--- config.mk ---
export PLATFORM = sky130hd
export DESIGN_NAME = moving_average_crossover_detector
export DESIGN_NICKNAME = d
export VERILOG_FILES = /design/src/hw/rtl/macd_pkg.sv /design/src/hw/rtl/macd_window.sv /design/src/hw/rtl/macd_cross.sv /design/src/hw/rtl/moving_average_crossover_detector.sv
export SDC_FILE = /design/constraint.sdc
export NUM_CORES = 2
export LEC_CHECK = 0
export BUFFER_PORTS_ARGS = -buffer_cell sky130_fd_sc_hd__buf_2
export CAP_MARGIN = 15
export CORE_UTILIZATION = 55
export DETAILED_ROUTE_END_ITERATION = 16
export GPL_ROUTABILITY_DRIVEN = 0
export MAX_ROUTING_LAYER = met4
export PLACE_DENSITY = 0.78
export SYNTH_ARGS = -nofsm -noshare
export SYNTH_HDL_FRONTEND = slang
export SYNTH_SLANG_ARGS = --single-unit
--- constraint.sdc ---
create_clock -name aclk -period 6.7 [get_ports aclk]
set_input_delay 0.335 -clock aclk [delete_from_list [all_inputs] [get_ports aclk]]
set_output_delay 0.335 -clock aclk [all_outputs]
set_load 0.1 [all_outputs]
--- src/hw/rtl/macd_pkg.sv ---
// Shared types, constants and helpers for the moving average crossover detector.
package macd_pkg;

    localparam int MAX_WINDOW_DEF = 64;
    localparam int PRICE_BITS_DEF = 32;

    localparam int LEN_W   = 7;
    localparam int TOTAL_W = 38;
    localparam int TAG_W   = 16;
    localparam int PRICE_W = 32;
    localparam int ADDR_W  = 3;
    localparam int DATA_W  = 32;

    localparam logic [LEN_W-1:0] SHORT_LEN_RST = 7'd10;
    localparam logic [LEN_W-1:0] LONG_LEN_RST  = 7'd50;

    localparam logic REG_SHORT = 1'b0;
    localparam logic REG_LONG  = 1'b1;

    localparam logic [1:0] NO_CROSS   = 2'd0;
    localparam logic [1:0] CROSS_UP   = 2'd1;
    localparam logic [1:0] CROSS_DOWN = 2'd2;

    typedef enum logic [1:0] {
        REL_EQUAL   = 2'd0,
        REL_LESS    = 2'd1,
        REL_GREATER = 2'd2
    } rel_t;

    typedef struct packed {
        logic [PRICE_W-1:0] price_sample;
        logic [TAG_W-1:0]   stream_tag;
    } in_t;

    typedef struct packed {
        logic               analysis_valid;
        logic [1:0]         cross_signal;
        logic               sustained_rise;
        logic [TOTAL_W-1:0] short_total;
        logic [TOTAL_W-1:0] long_total;
        logic [TAG_W-1:0]   tag_out;
    } out_t;

    typedef struct packed {
        logic             clear;
        logic [LEN_W-1:0] short_len;
        logic [LEN_W-1:0] long_len;
    } cfg_t;

    function automatic logic [LEN_W-1:0] clamp_len(input logic [LEN_W-1:0] len,
                                                   input int unsigned max_w);
        logic [LEN_W-1:0] res;
        res = len;
        if (len == '0) begin
            res = LEN_W'(1);
        end else if (32'(len) > max_w) begin
            res = LEN_W'(max_w);
        end
        return res;
    endfunction

endpackage

--- src/hw/rtl/macd_window.sv ---
// Sample history memory and running window sums.
module macd_window import macd_pkg::*; #(
    parameter int MAX_WINDOW = MAX_WINDOW_DEF,
    parameter int PRICE_BITS = PRICE_BITS_DEF,
    parameter int SUM_W      = PRICE_BITS + $clog2(MAX_WINDOW)
) (
    input  logic             aclk,
    input  logic             aresetn,
    input  cfg_t             cfg,
    input  logic             s_valid,
    output logic             s_ready,
    input  in_t              s_data,
    output logic             w_valid,
    input  logic             w_ready,
    output logic [SUM_W-1:0] w_short_sum,
    output logic [SUM_W-1:0] w_long_sum,
    output logic             w_analysis_valid,
    output logic [TAG_W-1:0] w_tag
);

    localparam int SLOT_W = $clog2(MAX_WINDOW);
    localparam int CNT_W  = $clog2(MAX_WINDOW + 2);
    localparam int WRAP_W = SLOT_W + 1;

    logic [PRICE_BITS-1:0] mem [MAX_WINDOW];

    logic [SLOT_W-1:0]     slot_reg, slot_next;
    logic [CNT_W-1:0]      cnt_reg, cnt_next;
    logic [PRICE_BITS-1:0] rd_s_reg, rd_l_reg;
    logic                  s1_valid_reg;
    logic [PRICE_BITS-1:0] s1_price_reg;
    logic [TAG_W-1:0]      s1_tag_reg;
    logic [CNT_W-1:0]      s1_cnt_reg;
    logic [SUM_W-1:0]      acc_s_reg, acc_s_next, acc_l_reg, acc_l_next;
    logic                  s2_valid_reg;
    logic [SUM_W-1:0]      s2_short_reg, s2_long_reg;
    logic                  s2_aval_reg;
    logic [TAG_W-1:0]      s2_tag_reg;

    logic                  accept, adv1, adv2;
    logic [PRICE_BITS-1:0] price_in;
    logic [SLOT_W-1:0]     addr_s, addr_l;
    logic [WRAP_W-1:0]     wrap_s, wrap_l;
    logic [SUM_W-1:0]      drop_s, drop_l;

    assign adv2    = s2_valid_reg && w_ready;
    assign adv1    = s1_valid_reg && (!s2_valid_reg || adv2);
    assign s_ready = !s1_valid_reg || adv1;
    assign accept  = s_valid && s_ready;

    assign price_in = PRICE_BITS'(s_data.price_sample);

    always_comb begin
        wrap_s = {1'b0, slot_reg} + WRAP_W'(MAX_WINDOW) - WRAP_W'(cfg.short_len);
        wrap_l = {1'b0, slot_reg} + WRAP_W'(MAX_WINDOW) - WRAP_W'(cfg.long_len);
        if (wrap_s >= WRAP_W'(MAX_WINDOW)) begin
            wrap_s = wrap_s - WRAP_W'(MAX_WINDOW);
        end
        if (wrap_l >= WRAP_W'(MAX_WINDOW)) begin
            wrap_l = wrap_l - WRAP_W'(MAX_WINDOW);
        end
        addr_s = wrap_s[SLOT_W-1:0];
        addr_l = wrap_l[SLOT_W-1:0];
    end

    always_comb begin
        slot_next = (32'(slot_reg) == MAX_WINDOW - 1) ? '0 : slot_reg + SLOT_W'(1);
        cnt_next  = (32'(cnt_reg) < MAX_WINDOW + 1) ? cnt_reg + CNT_W'(1) : cnt_reg;
    end

    always_ff @(posedge aclk) begin
        if (accept) begin
            mem[slot_reg] <= price_in;
            rd_s_reg      <= mem[addr_s];
            rd_l_reg      <= mem[addr_l];
        end
    end

    always_ff @(posedge aclk) begin
        if (!aresetn || cfg.clear) begin
            slot_reg <= '0;
            cnt_reg  <= '0;
        end else if (accept) begin
            slot_reg <= slot_next;
            cnt_reg  <= cnt_next;
        end
    end

    always_ff @(posedge aclk) begin
        if (!aresetn) begin
            s1_valid_reg <= 1'b0;
        end else if (s_ready) begin
            s1_valid_reg <= s_valid;
        end
    end

    always_ff @(posedge aclk) begin
        if (accept) begin
            s1_price_reg <= price_in;
            s1_tag_reg   <= s_data.stream_tag;
            s1_cnt_reg   <= cnt_next;
        end
    end

    always_comb begin
        drop_s = (32'(s1_cnt_reg) > 32'(cfg.short_len)) ? SUM_W'(rd_s_reg) : '0;
        drop_l = (32'(s1_cnt_reg) > 32'(cfg.long_len))  ? SUM_W'(rd_l_reg) : '0;
        acc_s_next = acc_s_reg + SUM_W'(s1_price_reg) - drop_s;
        acc_l_next = acc_l_reg + SUM_W'(s1_price_reg) - drop_l;
    end

    always_ff @(posedge aclk) begin
        if (!aresetn || cfg.clear) begin
            acc_s_reg <= '0;
            acc_l_reg <= '0;
        end else if (adv1) begin
            acc_s_reg <= acc_s_next;
            acc_l_reg <= acc_l_next;
        end
    end

    always_ff @(posedge aclk) begin
        if (!aresetn) begin
            s2_valid_reg <= 1'b0;
        end else if (!s2_valid_reg || adv2) begin
            s2_valid_reg <= s1_valid_reg;
        end
    end

    always_ff @(posedge aclk) begin
        if (adv1) begin
            s2_short_reg <= (32'(s1_cnt_reg) >= 32'(cfg.short_len)) ? acc_s_next : '0;
            s2_long_reg  <= (32'(s1_cnt_reg) >= 32'(cfg.long_len))  ? acc_l_next : '0;
            s2_aval_reg  <= 32'(s1_cnt_reg) >= 32'(cfg.long_len);
            s2_tag_reg   <= s1_tag_reg;
        end
    end

    assign w_valid          = s2_valid_reg;
    assign w_short_sum      = s2_short_reg;
    assign w_long_sum       = s2_long_reg;
    assign w_analysis_valid = s2_aval_reg;
    assign w_tag            = s2_tag_reg;

`ifndef SYNTHESIS
    a_cnt_bound: assert property (@(posedge aclk) disable iff (!aresetn)
        32'(cnt_reg) <= MAX_WINDOW + 1)
        else $error("sample count beyond saturation");

    a_slot_bound: assert property (@(posedge aclk) disable iff (!aresetn)
        32'(slot_reg) < MAX_WINDOW)
        else $error("write slot out of range");

    a_clear: assert property (@(posedge aclk) disable iff (!aresetn)
        cfg.clear |=> (cnt_reg == '0) && (acc_s_reg == '0) && (acc_l_reg == '0))
        else $error("history not cleared after register write");
`endif

endmodule

--- src/hw/rtl/macd_cross.sv ---
// Cross-multiplied average compare, crossover decision and result register.
module macd_cross import macd_pkg::*; #(
    parameter int MAX_WINDOW = MAX_WINDOW_DEF,
    parameter int PRICE_BITS = PRICE_BITS_DEF,
    parameter int SUM_W      = PRICE_BITS + $clog2(MAX_WINDOW)
) (
    input  logic             aclk,
    input  logic             aresetn,
    input  cfg_t             cfg,
    input  logic             w_valid,
    output logic             w_ready,
    input  logic [SUM_W-1:0] w_short_sum,
    input  logic [SUM_W-1:0] w_long_sum,
    input  logic             w_analysis_valid,
    input  logic [TAG_W-1:0] w_tag,
    output logic             m_valid,
    input  logic             m_ready,
    output out_t             m_data
);

    localparam int PROD_W = SUM_W + LEN_W;

    logic              m_valid_reg;
    out_t              m_data_reg, m_data_next;
    rel_t              prev_rel_reg, cur_rel;
    logic [PROD_W-1:0] prod_s, prod_l;
    logic              accept;

    assign w_ready = !m_valid_reg || m_ready;
    assign accept  = w_valid && w_ready;

    assign prod_s = PROD_W'(w_short_sum) * PROD_W'(cfg.long_len);
    assign prod_l = PROD_W'(w_long_sum) * PROD_W'(cfg.short_len);

    always_comb begin
        if (prod_s < prod_l) begin
            cur_rel = REL_LESS;
        end else if (prod_s > prod_l) begin
            cur_rel = REL_GREATER;
        end else begin
            cur_rel = REL_EQUAL;
        end
    end

    always_comb begin
        m_data_next                = '0;
        m_data_next.analysis_valid = w_analysis_valid;
        m_data_next.short_total    = TOTAL_W'(w_short_sum);
        m_data_next.long_total     = TOTAL_W'(w_long_sum);
        m_data_next.tag_out        = w_tag;
        m_data_next.cross_signal   = NO_CROSS;
        if (w_analysis_valid) begin
            if (prev_rel_reg == REL_LESS && cur_rel == REL_GREATER) begin
                m_data_next.cross_signal = CROSS_UP;
            end else if (prev_rel_reg == REL_GREATER && cur_rel == REL_LESS) begin
                m_data_next.cross_signal = CROSS_DOWN;
            end else if (prev_rel_reg == REL_GREATER && cur_rel == REL_GREATER) begin
                m_data_next.cross_signal   = CROSS_UP;
                m_data_next.sustained_rise = 1'b1;
            end
        end
    end

    always_ff @(posedge aclk) begin
        if (!aresetn || cfg.clear) begin
            prev_rel_reg <= REL_EQUAL;
        end else if (accept) begin
            prev_rel_reg <= cur_rel;
        end
    end

    always_ff @(posedge aclk) begin
        if (!aresetn) begin
            m_valid_reg <= 1'b0;
        end else if (w_ready) begin
            m_valid_reg <= w_valid;
        end
    end

    always_ff @(posedge aclk) begin
        if (accept) begin
            m_data_reg <= m_data_next;
        end
    end

    assign m_valid = m_valid_reg;
    assign m_data  = m_data_reg;

`ifndef SYNTHESIS
    a_rise_golden: assert property (@(posedge aclk) disable iff (!aresetn)
        m_valid_reg && m_data_reg.sustained_rise |-> m_data_reg.cross_signal == CROSS_UP)
        else $error("sustained rise without upward cross");

    a_signal_needs_valid: assert property (@(posedge aclk) disable iff (!aresetn)
        m_valid_reg && (m_data_reg.cross_signal != NO_CROSS) |-> m_data_reg.analysis_valid)
        else $error("cross reported before long window filled");

    a_rel_tracks: assert property (@(posedge aclk) disable iff (!aresetn)
        accept && !cfg.clear |=> prev_rel_reg == $past(cur_rel))
        else $error("previous relation not updated");
`endif

endmodule

--- src/hw/rtl/moving_average_crossover_detector.sv ---
// Top level: configuration registers, window sums and crossover result stage.
//
//  port group   dir  handshake          payload
//  s_*          in   s_valid/s_ready    s_data  (in_t: price_sample, stream_tag)
//  m_*          out  m_valid/m_ready    m_data  (out_t: flags, sums, tag_out)
//  p*           in   psel/penable/...   short_length @0x0, long_length @0x4
//
//  One request per cycle sustained while m_ready is held high; m_ready low stalls the input.
//  Stages: history read, window sum update, cross-multiply compare into the result register.
//  Synchronous active-low reset; lengths reset to 10 and 50, history needs no clearing pass.
//  A register write clears count, slot, sums and previous relation.
//  Each stage holds while its successor is full and stalled; m_ready low fills the pipe.
module moving_average_crossover_detector import macd_pkg::*; #(
    parameter int MAX_WINDOW = MAX_WINDOW_DEF,
    parameter int PRICE_BITS = PRICE_BITS_DEF
) (
    input  logic              aclk,
    input  logic              aresetn,
    input  logic              s_valid,
    output logic              s_ready,
    input  in_t               s_data,
    output logic              m_valid,
    input  logic              m_ready,
    output out_t              m_data,
    input  logic              psel,
    input  logic              penable,
    input  logic              pwrite,
    input  logic [ADDR_W-1:0] paddr,
    input  logic [DATA_W-1:0] pwdata,
    output logic [DATA_W-1:0] prdata,
    output logic              pready
);

    localparam int SUM_W = PRICE_BITS + $clog2(MAX_WINDOW);

    logic [LEN_W-1:0] short_len_reg, long_len_reg;
    logic             wr_en;
    cfg_t             cfg;

    logic             w_valid, w_ready, w_analysis_valid;
    logic [SUM_W-1:0] w_short_sum, w_long_sum;
    logic [TAG_W-1:0] w_tag;

    assign pready = 1'b1;
    assign wr_en  = psel && penable && pwrite;

    always_ff @(posedge aclk) begin
        if (!aresetn) begin
            short_len_reg <= SHORT_LEN_RST;
            long_len_reg  <= LONG_LEN_RST;
        end else if (wr_en) begin
            unique case (paddr[2])
                REG_SHORT: short_len_reg <= pwdata[LEN_W-1:0];
                REG_LONG:  long_len_reg  <= pwdata[LEN_W-1:0];
                default:   short_len_reg <= short_len_reg;
            endcase
        end
    end

    always_comb begin
        unique case (paddr[2])
            REG_SHORT: prdata = DATA_W'(short_len_reg);
            REG_LONG:  prdata = DATA_W'(long_len_reg);
            default:   prdata = '0;
        endcase
    end

    always_comb begin
        cfg.clear     = wr_en;
        cfg.short_len = clamp_len(short_len_reg, MAX_WINDOW);
        cfg.long_len  = clamp_len(long_len_reg, MAX_WINDOW);
    end

    macd_window #(
        .MAX_WINDOW (MAX_WINDOW),
        .PRICE_BITS (PRICE_BITS),
        .SUM_W      (SUM_W)
    ) u_window (
        .aclk             (aclk),
        .aresetn          (aresetn),
        .cfg              (cfg),
        .s_valid          (s_valid),
        .s_ready          (s_ready),
        .s_data           (s_data),
        .w_valid          (w_valid),
        .w_ready          (w_ready),
        .w_short_sum      (w_short_sum),
        .w_long_sum       (w_long_sum),
        .w_analysis_valid (w_analysis_valid),
        .w_tag            (w_tag)
    );

    macd_cross #(
        .MAX_WINDOW (MAX_WINDOW),
        .PRICE_BITS (PRICE_BITS),
        .SUM_W      (SUM_W)
    ) u_cross (
        .aclk             (aclk),
        .aresetn          (aresetn),
        .cfg              (cfg),
        .w_valid          (w_valid),
        .w_ready          (w_ready),
        .w_short_sum      (w_short_sum),
        .w_long_sum       (w_long_sum),
        .w_analysis_valid (w_analysis_valid),
        .w_tag            (w_tag),
        .m_valid          (m_valid),
        .m_ready          (m_ready),
        .m_data           (m_data)
    );

endmodule
# Word level (Yosys, flattened, before mapping)
# Memory sizes are Yosys's and may differ from the RTL's. A register that Yosys moved wholly into a read port is not among the register bits.
# Cells that the tools add are included.
# Widths: inputs -> output; s select.
[totals]
n_memories = 1
mem_bits_rw = 2048
register_bits = 352
latch_bits = 0
rom_bits = 0
[mem_list]
columns = ["memory", "words", "width", "read_ports", "rd_ports_with_merged_regs", "write_ports", "line", "source"]
rows = [
  ["u_window.mem", 64, 32, 2, 2, 1, "macd_window.sv:25", "logic [PRICE_BITS-1:0] mem [MAX_WINDOW];"],
]
[classes]
n_eq_ne = 5
n_bitwise = 2
multipliers = 2
div_mod_pow = 0
mux = 18
n_reduce_logical = 22
shifts = 0
magnitude_cmp = 11
n_addsub = 11
[ops]
columns = ["operator", "n"]
rows = [
  ["$mul 38x7->45", 2],
  ["$add 38x32->38", 2],
  ["$sub 38x38->38", 2],
  ["$mux 32", 2],
  ["$pmux 32 s2", 1],
  ["$gt 45x45->1", 1],
  ["$lt 45x45->1", 1],
  ["$mux 7", 5],
  ["$mux 6", 3],
  ["$ge 7x7->1", 2],
  ["$ge 7x7->1 const B", 2],
  ["$gt 7x7->1", 2],
  ["$gt 7x7->1 const B", 2],
  ["$logic_not 7->1", 2],
  ["$sub 7x7->7", 2],
  ["$sub 6x1->6 const B", 2],
  ["$logic_and 1x1->1", 8],
  ["$mux 2", 4],
  ["$add 6x7->7 const B", 1],
  ["$add 7x1->7 const B", 1],
  ["$lt 7x7->1 const B", 1],
  ["$add 6x1->6 const B", 1],
  ["$eq 6x6->1 const B", 1],
  ["$eq 2x1->1 const B", 2],
  ["8 further kinds", 19],
]

# Longest topological paths before layout
[logic_depth]
ltp_word = 12
ltp_mapped = 34

# Modules after synthesis
# From an unflattened synthesis, not the netlist that was laid out.
[hier_totals]
hier_cells = 8063
area_unflattened_um2 = 132781.1
[by_module_without_submodules]
columns = ["module", "area_each_um2", "cells_each", "n_inst"]
rows = [
  ["macd_window", 110938.9, 5688, 1],
  ["macd_cross", 20816.2, 2261, 1],
  ["moving_average_crossover_detector", 1026.0, 114, 1],
]

# Least setup slack after synthesis
# No wires, ideal clock.
[synth_path]
path_type = "register to register"
start = "register u_cross.m_valid_reg, in the netlist u_cross.m_valid"
end = "memory u_window.mem[44][0] in the netlist's numbering, enable pin"
setup_time_ns = 0.421
t_required_ns = 6.279
path_buffers = 1
arrival_time_ns = 8.163
slack_ns = -1.884
period_less_slack_ns = 8.584
stages_incl_launch_ff = 8
path_cell_list = "dfxtp_1 -> nor2b_1 -> nand3_1 -> nand2_1 -> inv_1 -> buf_1 -> nand3_1 -> nor2_1"
[synth_via]
elab_chain_len = 9
[synth_lines]
columns = ["item", "line", "source"]
rows = [
  ["from (decl)", "macd_cross.sv:23", "logic m_valid_reg;"],
  ["from (signal assigned)", "macd_cross.sv:76", "m_valid_reg <= w_valid;"],
  ["$logic_not 1->1", "macd_cross.sv:29", "assign w_ready = !m_valid_reg || m_ready;"],
  ["$logic_or 1x1->1", "macd_cross.sv:29", ""],
  ["$logic_and 1x1->1", "macd_window.sv:46", "assign adv2 = s2_valid_reg && w_ready;"],
  ["$logic_or 1x1->1", "macd_window.sv:47", "assign adv1 = s1_valid_reg && (!s2_valid_reg || adv2);"],
  ["$logic_and 1x1->1", "macd_window.sv:47", ""],
  ["$logic_or 1x1->1", "macd_window.sv:48", "assign s_ready = !s1_valid_reg || adv1;"],
  ["via s_ready", "moving_average_crossover_detector.sv:20", "output logic s_ready,"],
  ["$logic_and 1x1->1", "macd_window.sv:49", "assign accept = s_valid && s_ready;"],
  ["via u_window.accept", "macd_window.sv:40", "logic accept, adv1, adv2;"],
  ["$mux 1", "macd_window.sv:72", "if (accept) begin"],
  ["$mux 1 (not written as such)", "macd_window.sv:73", "mem[slot_reg] <= price_in;"],
  ["to (decl)", "macd_window.sv:25", ""],
]
# The timed path passes the listed nets, and every way through them passes these cells.

# Final worst setup path
[layout_path]
start = "register short_len_reg[6]"
end = "register u_cross.m_data_reg (netlist bit u_cross.m_data[92]), data pin"
[layout_via]
elab_chain_len = 10
elab_cells_between_ends = 16
[layout_lines]
columns = ["item", "line", "source"]
rows = [
  ["from (decl)", "moving_average_crossover_detector.sv:36", "logic [LEN_W-1:0] short_len_reg, long_len_reg;"],
  ["from (signal assigned)", "moving_average_crossover_detector.sv:53", "REG_SHORT: short_len_reg <= pwdata[LEN_W-1:0];"],
  ["from (signal assigned)", "moving_average_crossover_detector.sv:55", "default: short_len_reg <= short_len_reg;"],
  ["$gt 7x7->1", "macd_pkg.sv:56", "end else if (32'(len) > max_w) begin"],
  ["$mux 7", "macd_pkg.sv:56", ""],
  ["$mux 7 *", "macd_pkg.sv:54", "if (len == '0) begin"],
  ["$mul 38x7->45 *", "macd_cross.sv:33", "assign prod_l = PROD_W'(w_long_sum) * PROD_W'(cfg.short_len);"],
  ["$gt 45x45->1", "macd_cross.sv:38", "end else if (prod_s > prod_l) begin"],
  ["$mux 2", "macd_cross.sv:38", ""],
  ["$mux 2 *", "macd_cross.sv:36", "if (prod_s < prod_l) begin"],
  ["$eq 2x1->1 / $eq 2x2->1 (equally long branches)", "macd_cross.sv:55, macd_cross.sv:53, macd_cross.sv:57", ""],
  ["$logic_and 1x1->1, on equally long branches", "macd_cross.sv:55, macd_cross.sv:53, macd_cross.sv:57", ""],
  ["$reduce_or 3->1 (no line) / $mux 2 (equally long branches)", "-", ""],
  ["to (signal assigned)", "macd_cross.sv:82", "m_data_reg <= m_data_next;"],
  ["to (decl)", "macd_cross.sv:24", "out_t m_data_reg, m_data_next;"],
]
# Mark *: on every way between the ends. The rest lies on a longest branch, timed or not.
# A chain may end at the register's enable or synchronous reset.

==> results by group <==
Synthesis
  • Top_reg_cell synth: sky130_fd_sc_hd__edfxtp_1
  • Top cells by instance count after synthesis: sky130_fd_sc_hd__edfxtp_1, sky130_fd_sc_hd__mux4_2, sky130_fd_sc_hd__inv_1, sky130_fd_sc_hd__and2_1, sky130_fd_sc_hd__fa_1
  • Top-count cell post-synth: sky130_fd_sc_hd__edfxtp_1
  • Average cell area after synthesis: 16.6 um2
  • Synth area leaders: sky130_fd_sc_hd__edfxtp_1, sky130_fd_sc_hd__mux4_2, sky130_fd_sc_hd__fa_1, sky130_fd_sc_hd__ha_1, sky130_fd_sc_hd__and2_1
  • Synth top area share: 53.5%
  • Warnings, synthesis: 0
  • Async set or reset register ratio after synthesis: 0%
  • Post-synth EDFFs: 2356
  • Sequential area share after synthesis: 55.1%
  • Synthesis-stage register bit count: 2464
  • Gate count of the mapped netlist: 7962
  • Netlist cell types: 86
  • Cell Area, Synth: 132000 um2
  • Cell taking the most area after synthesis: sky130_fd_sc_hd__edfxtp_1

Critical path
  • Data required time at the worst endpoint: 7.43 ns
  • Worst reg2reg path startpoint: short_len_reg[6]$_SDFFE_PN0P_
  • Critical path class: reg2reg
  • Worst-path maximum fanout: 7
  • Endpoint kind of the worst setup timing path: flop
  • Crit path largest cell delay: 0.51 ns
  • Setup slack on the worst flop-to-flop path: -0.67 ns
  • Startpoint class of the critical path: flop
  • Most numerous cell on the critical path: sky130_fd_sc_hd__fa_1
  • Cell with the largest stage delay on the worst path: sky130_fd_sc_hd__fa_1
  • Critical Path Start: short_len_reg[6]$_SDFFE_PN0P_
  • Data arrival at the endpoint of the critical path: 8.09 ns

GRT
  • First-pass GRT wire length: 572000 um
  • Maximum number of pins on one net before global-route repair: 116
  • Initial antenna violation count: 24
  • Global router's overall resource usage: 33.5%
  • Number of global-route vias before repair: 85450
  • Overflow left after global routing: 0

Layout
  • Area taken by multi-input logic gates: 56400 um2
  • Number of flip-flops in the largest register: 2048
  • Layout area overhead: 14.2%
  • Fraction of layout cells with a size suffix above 1: 30.5%
  • Sequential cell area: 72900 um2
  • Number of fill cells in the layout: 15783
  • Total Nets Final: 9382
  • Post-Layout Inst Area: 151000 um2
  • Post-route core utilization: 63.4%

STA
  • Final hold vios: 0
  • Total negative slack for setup checks: -3.00 ns
  • Final clock skew: 0.119 ns
  • Actual transition at the worst max-transition pin: 1.27 ns
  • Crit path time final: 7.37 ns
  • Maximum clock frequency: 136 MHz
  • Finish-stage setup viols: 5
  • Total count of max-transition violations in the final report: 0
  • Setup repair after global routing missed its margin: true
  • Max_slew headroom: 15.6%
  • Final worst path period share: 110%
  • Setup slack of the critical path after layout: -0.667 ns

Placement
  • Placement Setup Slack: -0.697 ns
  • Buffers added on ports: 167
  • Dpl cell area: 141000 um2
  • HPWL reported at the end of detailed placement: 241000 um

CTS
  • Level count of the clock H-tree: 4
  • Insertion delay of the later-clocked pin in the worst-skew pair: 0.94 ns
  • Deepest clock path buffer count: 3
  • TritonCTS buffer count: 239
  • Clock root buffer: sky130_fd_sc_hd__clkbuf_16
  • CTS tree: yes
  • Total clock sinks: 2464
  • Clock Pin Slew Worst Setup and Hold Paths: 0.07 ns

Route
  • Vias per inst: 6.91
  • Total Routed Length: 392000 um
  • Count of routing violations after the opening detailed-route iteration: 12673
  • Residual antenna-violating net count after detailed routing: 0
  • Via Count: 82897
  • Initial DRT Pass Iterations: 9
  • Detailed-route DRC error count: 0
  • Avg WL per Cell: 32.7 um

Floorplanning
  • Height of the die: 492 um
  • Top-level I/O count: 221
  • Core footprint: 239000 um2
  • Width of the die: 492 um
  • Placement Rows: 179
  • Initial standard-cell utilization of the core: 55.5%
  • Overall die area: 243000 um2

Power and ir drop
  • Maximum resistive drop on vdd: 0.000388 V
  • Post-route total power: 53.5 mW
  • Leakage: 54.0 nW
  • Power per Cell Area: 354 nW/um2

Status
  • Outcome: finished, violations left
  • Failing checks: setup timing

Min path
  • Start point of the worst hold path: s_data[16]
  • Path category of the worst min-delay check: in2reg

Job
  • Number of violations of the max-capacitance limit: 0
[path summary, 6_finish.rpt]
kind | end | cells past startpoint
max | u_cross.m_data[92]$_SDFFCE_PP0P_ | 29
min | u_window.mem[13][0]$_DFFE_PP_ | 1
max reg2reg | u_cross.m_data[92]$_SDFFCE_PP0P_ | 29
min reg2reg | u_window.w_tag[11]$_DFFE_PP_ | 0
[report_power, final]
| part | switching, mW | internal [mW] | leakage, nW |
|---|---|---|---|
| Sequential | 0.401 | 17.4 | 22.2 |
| Clock | 6.28 | 8.05 | 4.05 |
| Combinational | 11.9 | 9.44 | 27.7 |
[final cells by class]
cell class,instances,share of cell area [%]
Antenna cell,16,0.0265
Timing Repair Buffer,839,4.69
Clock buffer,286,4.13
Tap cell,3167,2.62
Inverter,634,1.58
Multi-Input combinational cell,4417,37.3
Clock inverter,171,1.39
Sequential cell,2464,48.2
[layout by cell type, fill, tap and decap left out, drive strengths merged, types with 17 or more instances in the layout]
master,Yosys,routed
dlygate4sd3,0,47
o21a,31,31
buf,185,792
inv,634,647
clkbuf,286,286
a21oi,271,271
conb,2,26
and3,26,26
dfxtp,108,108
ha,273,273
nor3,24,24
nor2,300,300
nand2,321,321
bufinv,0,34
a21o,108,108
a211oi,80,80
o21ai,120,120
xnor2,88,88
o21bai,23,23
or3,17,17
fa,424,424
and2,473,473
clkinv,0,110
nand2b,26,26
mux2i,69,69
nor2b,99,99
xor2,80,80
mux4,1280,1280
nand3,61,61
edfxtp,2356,2356
a31oi,18,18
nand4,39,39
[layer usage]
metal,vias up,share of wire [%],global-route usage (%)
met5,-,0,-
met4,0,5.3,15.4
met3,1441,12,7.12
met2,6903,49,53.3
met1,42297,34,41.4
li1,32256,-,-
[through the flow]
| step | instances | hold WS (ns) |
|---|---|---|
| final | 11994 | 0.0589 |
| after global routing | 11991 | 0.0181 |
| after CTS | 11921 | 0.0430 |
| after detailed placement | 11428 | 0.405 |
| after global placement | 11428 | 0.402 |
| after floorplan | 7986 | 0.400 |
[worst max-delay path, delay by kind of cell, from the launching register on]
family                   cells  cell delay, ns
AND/OR/NAND/NOR              6            1.13
AO/OA/AOI/OAI               11            2.68
flip-flops                   1            0.33
adder cells (fa/ha/maj)      6            2.46
buffers and inverters        5            0.52
XOR/XNOR                     1            0.11
[kinds of logic (layout without fill, tap and decap cells)]
logic type / after synthesis / in the layout / synth area share (%)
xor+xnor: 169 / 169 / 1.13
mux: 1355 / 1355 / 22.4
fa+ha+maj: 697 / 697 / 9.00
simple gates: 1421 / 1421 / 5.50
other cells: 2 / 42 / 0.00568
flops: 2464 / 2464 / 55.1
buf+inv: 1105 / 1930 / 3.26
compound gates: 749 / 749 / 3.65
[repair_timing]
action                                 4_1_cts  5_1_grt
setup endpoints to repair                    9       46
cloned                                       2        0
hold buffers                                28       19
endpoints found under the hold margin       35      273
resized for setup                           44       74
setup buffers                                6       16
pin swaps                                    5       56
Note: power is estimated with default switching activity, not from simulation.
